===== src/rtl/core/sklist_pkg.sv =====
`timescale 1ns / 1ps
// shared constants and types for the sorted key list
package sklist_pkg;

    localparam int SKL_CAPACITY = 16;
    localparam int SKL_KEY_BITS = 32;
    localparam int SKL_TAG_BITS = 16;

    localparam logic [1:0] OP_INSERT = 2'd0;
    localparam logic [1:0] OP_DELETE = 2'd1;
    localparam logic [1:0] OP_CLEAR  = 2'd2;

    localparam logic [1:0] ST_DONE      = 2'd0;
    localparam logic [1:0] ST_NOT_FOUND = 2'd1;
    localparam logic [1:0] ST_FULL      = 2'd2;

    // per-cycle command broadcast to every cell
    typedef struct packed {
        logic ins;
        logic del;
        logic clr;
    } cell_cmd_t;

endpackage


===== src/rtl/core/sklist_cell.sv =====
`timescale 1ns / 1ps
// one slot of the sorted chain: compares against the broadcast key and shifts
module sklist_cell #(
    parameter int KEY_BITS = sklist_pkg::SKL_KEY_BITS,
    parameter int TAG_BITS = sklist_pkg::SKL_TAG_BITS
) (
    input  logic                    clk,
    input  sklist_pkg::cell_cmd_t   cmd,
    input  logic                    valid,
    input  logic [KEY_BITS-1:0]     in_key,
    input  logic [TAG_BITS-1:0]     in_tag,
    input  logic                    left_lt,
    input  logic [KEY_BITS-1:0]     left_key,
    input  logic [TAG_BITS-1:0]     left_tag,
    input  logic [KEY_BITS-1:0]     right_key,
    input  logic [TAG_BITS-1:0]     right_tag,
    output logic                    lt,
    output logic                    hit,
    output logic [KEY_BITS-1:0]     key_out,
    output logic [TAG_BITS-1:0]     tag_out,
    output logic [KEY_BITS-1:0]     key_next,
    output logic [TAG_BITS-1:0]     tag_next
);
    import sklist_pkg::*;

    logic [KEY_BITS-1:0] key_reg;
    logic [TAG_BITS-1:0] tag_reg;

    assign lt  = valid && ($signed(key_reg) < $signed(in_key));
    // first entry not below the key, and equal to it
    assign hit = valid && left_lt && (key_reg == in_key);

    assign key_out = key_reg;
    assign tag_out = tag_reg;

    always_comb
    begin
        key_next = key_reg;
        tag_next = tag_reg;
        if (cmd.ins && !lt)
        begin
            if (left_lt)
            begin
                key_next = in_key;
                tag_next = in_tag;
            end
            else
            begin
                key_next = left_key;
                tag_next = left_tag;
            end
        end
        else if (cmd.del && !lt)
        begin
            key_next = right_key;
            tag_next = right_tag;
        end
    end

    always_ff @(posedge clk)
    begin
        key_reg <= key_next;
        tag_reg <= tag_next;
    end

endmodule


===== src/rtl/core/sorted_key_list_top.sv =====
`timescale 1ns / 1ps
// sorted key list: a row of compare-and-shift cells with a registered result
// the result is valid in the cycle after the transaction is accepted
// throughput: one operation per cycle while results are drained; every cell compares and shifts at once
// input is taken whenever the result register is empty or being drained
// reset clears the internal entry count and the result valid; slot contents stay as is
module sorted_key_list_top #(
    parameter int CAPACITY = sklist_pkg::SKL_CAPACITY,
    parameter int KEY_BITS = sklist_pkg::SKL_KEY_BITS,
    parameter int TAG_BITS = sklist_pkg::SKL_TAG_BITS
) (
    input  logic                            clk,
    input  logic                            rst_n,
    input  logic                            in_valid,
    output logic                            in_ready,
    input  logic [1:0]                      func,
    input  logic signed [KEY_BITS-1:0]      key,
    input  logic [TAG_BITS-1:0]             tag,
    output logic                            out_valid,
    input  logic                            out_ready,
    output logic [1:0]                      status,
    output logic [$clog2(CAPACITY+1)-1:0]   entry_count,
    output logic                            head_valid,
    output logic signed [KEY_BITS-1:0]      head_key,
    output logic [TAG_BITS-1:0]             head_tag
);
    import sklist_pkg::*;

    localparam int CW = $clog2(CAPACITY + 1);

    logic                   accept;
    logic                   full;
    logic                   found;
    cell_cmd_t              cmd;
    logic [CW-1:0]          count_reg;
    logic [CW-1:0]          count_next;
    logic [1:0]             status_next;

    logic                   out_valid_reg;
    logic [1:0]             status_reg;
    logic [CW-1:0]          entry_count_reg;
    logic                   head_valid_reg;
    logic [KEY_BITS-1:0]    head_key_reg;
    logic [TAG_BITS-1:0]    head_tag_reg;

    logic [CAPACITY-1:0]    cell_valid;
    logic [CAPACITY:0]      lt_chain;
    logic [CAPACITY-1:0]    hit_vec;
    logic [KEY_BITS-1:0]    cell_key [CAPACITY+1];
    logic [TAG_BITS-1:0]    cell_tag [CAPACITY+1];
    logic [KEY_BITS-1:0]    cell_key_next [CAPACITY];
    logic [TAG_BITS-1:0]    cell_tag_next [CAPACITY];

    assign in_ready = !out_valid_reg || out_ready;
    assign accept   = in_valid && in_ready;
    assign full     = (count_reg == CW'(CAPACITY));
    assign found    = |hit_vec;

    assign cmd.ins = accept && (func == OP_INSERT) && !full;
    assign cmd.del = accept && (func == OP_DELETE) && found;
    assign cmd.clr = accept && (func == OP_CLEAR);

    // the first cell sees an always-below left neighbor
    assign lt_chain[0] = 1'b1;
    assign cell_key[CAPACITY] = '0;
    assign cell_tag[CAPACITY] = '0;

    genvar gi;
    generate
        for (gi = 0; gi < CAPACITY; gi++)
        begin : g_cell
            logic [KEY_BITS-1:0] left_key;
            logic [TAG_BITS-1:0] left_tag;

            assign cell_valid[gi] = (count_reg > CW'(gi));

            if (gi == 0)
            begin : g_first
                assign left_key = '0;
                assign left_tag = '0;
            end
            else
            begin : g_rest
                assign left_key = cell_key[gi-1];
                assign left_tag = cell_tag[gi-1];
            end

            sklist_cell #(
                .KEY_BITS (KEY_BITS),
                .TAG_BITS (TAG_BITS)
            ) u_cell (
                .clk       (clk),
                .cmd       (cmd),
                .valid     (cell_valid[gi]),
                .in_key    (key),
                .in_tag    (tag),
                .left_lt   (lt_chain[gi]),
                .left_key  (left_key),
                .left_tag  (left_tag),
                .right_key (cell_key[gi+1]),
                .right_tag (cell_tag[gi+1]),
                .lt        (lt_chain[gi+1]),
                .hit       (hit_vec[gi]),
                .key_out   (cell_key[gi]),
                .tag_out   (cell_tag[gi]),
                .key_next  (cell_key_next[gi]),
                .tag_next  (cell_tag_next[gi])
            );
        end
    endgenerate

    always_comb
    begin
        count_next = count_reg;
        if (cmd.clr)
            count_next = '0;
        else if (cmd.ins)
            count_next = count_reg + CW'(1);
        else if (cmd.del)
            count_next = count_reg - CW'(1);
    end

    always_comb
    begin
        unique case (func)
            OP_INSERT: status_next = full ? ST_FULL : ST_DONE;
            OP_DELETE: status_next = found ? ST_DONE : ST_NOT_FOUND;
            default:   status_next = ST_DONE;
        endcase
    end

    always_ff @(posedge clk or negedge rst_n)
    begin
        if (!rst_n)
        begin
            count_reg     <= '0;
            out_valid_reg <= 1'b0;
        end
        else
        begin
            count_reg <= count_next;
            if (accept)
                out_valid_reg <= 1'b1;
            else if (out_ready)
                out_valid_reg <= 1'b0;
        end
    end

    always_ff @(posedge clk)
    begin
        if (accept)
        begin
            status_reg      <= status_next;
            entry_count_reg <= count_next;
            head_valid_reg  <= (count_next != '0);
            head_key_reg    <= (count_next != '0) ? cell_key_next[0] : '0;
            head_tag_reg    <= (count_next != '0) ? cell_tag_next[0] : '0;
        end
    end

    assign out_valid   = out_valid_reg;
    assign status      = status_reg;
    assign entry_count = entry_count_reg;
    assign head_valid  = head_valid_reg;
    assign head_key    = head_key_reg;
    assign head_tag    = head_tag_reg;

endmodule


===== config.mk =====
export PLATFORM = sky130hd
export DESIGN_NAME = sorted_key_list_top
export DESIGN_NICKNAME = d
export VERILOG_FILES = /design/src/rtl/core/sklist_pkg.sv /design/src/rtl/core/sklist_cell.sv /design/src/rtl/core/sorted_key_list_top.sv
export SDC_FILE = /design/constraint.sdc
export NUM_CORES = 2
export LEC_CHECK = 0
export ABC_AREA = 1
export BUFFER_PORTS_ARGS = -buffer_cell sky130_fd_sc_hd__clkbuf_2
export CORE_ASPECT_RATIO = 0.5
export CORE_MARGIN = 1.5
export CORE_UTILIZATION = 45
export CTS_BUF_LIST = sky130_fd_sc_hd__clkbuf_16
export CTS_CLUSTER_SIZE = 24
export DETAILED_ROUTE_END_ITERATION = 16
export MAX_ROUTING_LAYER = met4
export SYNTH_ARGS = -nofsm -noshare
export SYNTH_HDL_FRONTEND = slang
export SYNTH_SLANG_ARGS = --single-unit

===== constraint.sdc =====
create_clock -name clk -period 6.5 [get_ports clk]
set_input_delay 1.625 -clock clk [delete_from_list [all_inputs] [get_ports clk]]
set_output_delay 1.625 -clock clk [all_outputs]
set_load 0.02 [all_outputs]

==> summary.md <==
| Metric | Value |
|---|---|
| Register area share after synthesis | between 40% and 50% |
| Port bufs | 111 |
| Area of the multi-input gates | between 20000 and 30000 µm² |
| Top area cells in the synthesized netlist | edfxtp_1 (44%), ha_1 (12%), nand2_1 (11%), a21oi_1 (8.1%), nor2_1 (5.9%) |
| Clock Latency Late Sink | roughly 730 ps |
| Routed Antenna Nets | 0 |
| Startpoint types | input pin |
| Sinks on Clock Net | 830 |
| Vias/cell | roughly 5.8 |
| Post-detailed-route wirelength per cell | just over 20 µm |
| Vias in the first global route | between 40000 and 50000 |
| Max reg flops | roughly 510 |
| Lkg Pwr | about 25 nW |
| Hold Path Class | reg -> reg |
| CP max FO | 48 |
| Final wirelength | around 170000 µm |
| Mean post-synth cell area | between 8 and 9 µm² |
| GPL Wtd Cong | 1.01 |
| Max Cap Violations | 0 |
| Largest net degree at the start of global routing | between 90 and 100 |
| FF-to-FF path depth | 18 |
| Synth Flop Type | edfxtp_1 |
| 1st-iter DRT viols | approximately 4000 |
| Setup crit end kind | flip-flop |
| Final Worst Setup Slack | just over 800 ps |
| Async SR Flop Fraction | less than 1% |
| Global route overflow | 0 |
| Yosys top cell area share | ~44% |
| Max Buffers Root-to-Sink | 3 |
| Critical Path RT | about 6900 ps |
| Status | finished, final reports clean |
| Fill count | 11100 |
| Post-synthesis cell area | 53500 µm² |
| First-pass DRT Iterations | 6 |
| Cts repair resizes | 0 |
| Post-layout minimum cycle time | 5680 ps |
| Share of layout cells above drive strength 1 | between 7 and 8% |
| Ant diodes | 0 |
| Area of the core | roughly 120000 µm² |
| Clock skew | around 45 ps |
| Layout area overhead | 10.9% |
| Worst r2r src | count_reg[2] |
| Setup WS pre-CTS | 256 ps |
| Die area | between 100000 and 150000 µm² |
| Post-Layout Cell Count | 8194 |
| Setup bufs post-CTS | 0 |
| Slew Limit Fails | 0 |
| IO Pins | ~110 |
| Crit path kind | in -> reg |
| Pwr Density | approximately 270 nW/µm² |
| First-pass GRT wire length | 263000 µm |
| Site Rows | between 80 and 90 |
| Fin crit share | ~87% |
| Hold WS | about 530 ps |
| Die height | between 200 and 250 µm |
| Setup slack, reg-to-reg | 1840 ps |
| Worst hold stages | 2 |
| FF/Latch Area | roughly 24000 µm² |
| Fin nets | just over 7000 |
| Mapped Cells | 6526 |
| Register bit total from synthesis | between 800 and 900 |
| Yosys Warn Count | 0 |
| CTS tree | done |
| Setup Viol. Count Final | 0 |
| Worst slew pin tran | roughly 990 ps |
| Hold Startpoint | g_cell[15].u_cell.tag_out[11] |
| Max Freq | about 180 MHz |
| Post-synth top cells | nand2_1 (1517), a21oi_1 (863), nor2_1 (845) |
| Reg2Reg Capture Point | g_cell[12].u_cell.key_out[3] |
| Hold path endpoint | g_cell[14].u_cell.tag_out[11] |
| Total vias in the final route | roughly 47000 |
| Synth area leader | edfxtp_1 |
| Root buffer selected by CTS | clkbuf_16 |
| CTS buffer count | slightly above 80 |
| Post-synth EDFFs | between 700 and 800 |
| Hold-fix buffers, CTS | 0 |
| Initial antenna violation count | 2 |
| Library cells used by synthesis | 46 |
| Most frequent cell after synthesis | nand2_1 |
| Rel. slew slack | between 30% and 40% |
| HPWL Detailed | 131000 µm |
| Final Util | ~50% |
| GR Util All Layers | between 20% and 30% |
| Starting Density | between 40% and 50% |
| Die X | between 400 and 500 µm |
| H-tree levels | 3 |
| Clk pin slew, worst setup/hold paths | roughly 70 ps |
| DP Cell Count | 8039 |
| VDD IR max | between 0.0002 and 0.0003 V |
| Setup repair after global routing missed its margin | false |
| DR DRC count | 0 |
| Synthesized net count | a little over 7000 |
| WP data arrival | about 6100 ps |
| Final hold violations | 0 |
cell families after synthesis:
kind of cell               Yosys count  share of synthesized area (%)
DFF                                830                           45.6
and+or+nand+nor                   2623                           19.4
adders and majority gates          517                           12.1
buffers and inverters              850                           6.01
AOI/OAI and AO/OA                 1706                           16.9
through the flow:
stage | area, µm² | TNS [ps] | power, mW
2_1_floorplan | 53500 | -94990 | 9.61
3_3_place_gp | 56600 | 0 | 11.0
3_5_place_dp | 56600 | 0 | 11.1
4_1_cts | 59300 | 0 | 16.1
5_1_grt | 59300 | 0 | 16.9
6_report | 59300 | 0 | 16.1
power by group:
part / internal [mW] / switching [mW] / total, mW / leakage, nW
Clock: 2.65 / 2.36 / 5.00 / 1.41
Combinational: 1.23 / 3.10 / 4.33 / 15.8
Sequential: 6.43 / 0.309 / 6.74 / 7.59
cell type report:
class / count / share of cell area, %
Timing Repair Buffer: 309 / 3.86
Multi-Input combinational cell: 4846 / 44.1
Clock inverter: 67 / 0.902
Tap cell: 1592 / 3.36
Sequential cell: 830 / 41.1
Clock buffer: 88 / 3.71
Inverter: 462 / 2.92
layer usage:
layer / share of wire, % / vias to the layer above / GRT usage (%)
met1: 49 / 22900 / 41.5
met4: 2.3 / 0 / 7.24
li1: - / 22500 / -
met2: 43 / 1524 / 41.8
met3: 6.0 / 262 / 2.99
met5: 0 / - / -
worst max-delay path by stage:
| stage | from | cells past startpoint | slack [ps] | endpoint |
|---|---|---|---|---|
| after floorplan | key[14] | 20 | -580 | g_cell[15].u_cell.key_out[0] |
| after global placement | key[31] | 24 | 340 | g_cell[12].u_cell.key_out[8] |
| after detailed placement | key[31] | 22 | 260 | g_cell[12].u_cell.key_out[15] |
| after CTS | key[31] | 22 | 1000 | g_cell[12].u_cell.key_out[3] |
| after global routing | key[10] | 25 | 610 | g_cell[10].u_cell.key_out[4] |
| final | key[31] | 22 | 820 | g_cell[12].u_cell.key_out[3] |
layout by cell type, fill, tap and decap left out, types with 5 or more instances in the layout:
cell type / Yosys / layout
o21ai_1: 14 / 14
o211ai_1: 8 / 8
buf_4: 0 / 178
nor3_1: 22 / 22
and3_1: 5 / 5
dfxtp_1: 48 / 48
edfxtp_1: 776 / 776
o22ai_1: 52 / 52
or2_0: 14 / 14
a21oi_1: 863 / 863
nor2_2: 4 / 5
a21o_1: 21 / 21
nor2_4: 1 / 19
inv_2: 6 / 14
inv_1: 455 / 465
nand3_1: 118 / 104
ha_1: 517 / 517
dfrtp_1: 6 / 6
nor2_1: 845 / 826
buf_12: 0 / 20
nand2_1: 1517 / 1507
nand4_1: 63 / 63
clkbuf_2: 0 / 111
clkinv_1: 1 / 16
or2_1: 8 / 8
o21ai_0: 514 / 514
clkbuf_16: 0 / 88
a31oi_1: 192 / 189
o21bai_1: 5 / 5
nand3_2: 3 / 15
nand2_2: 1 / 10
o21a_1: 28 / 28
clkinv_2: 0 / 19
critical path, cell delays in order:
cell	delay (ps)
clkbuf_2	90
inv_1	440
buf_4	270
ha_1	270
nand2_1	130
nor3_1	610
and3_1	280
nand2_1	80
nand2_1	70
nand2_1	90
nand4_1	110
nand2_1	60
inv_1	50
nand2_1	40
nor2_1	190
nand2_2	140
nand2_1	100
nand2_1	80
inv_1	760
buf_4	280
nor2_4	40
buf_12	220
No activity file was read; power rests on OpenSTA's default activity.
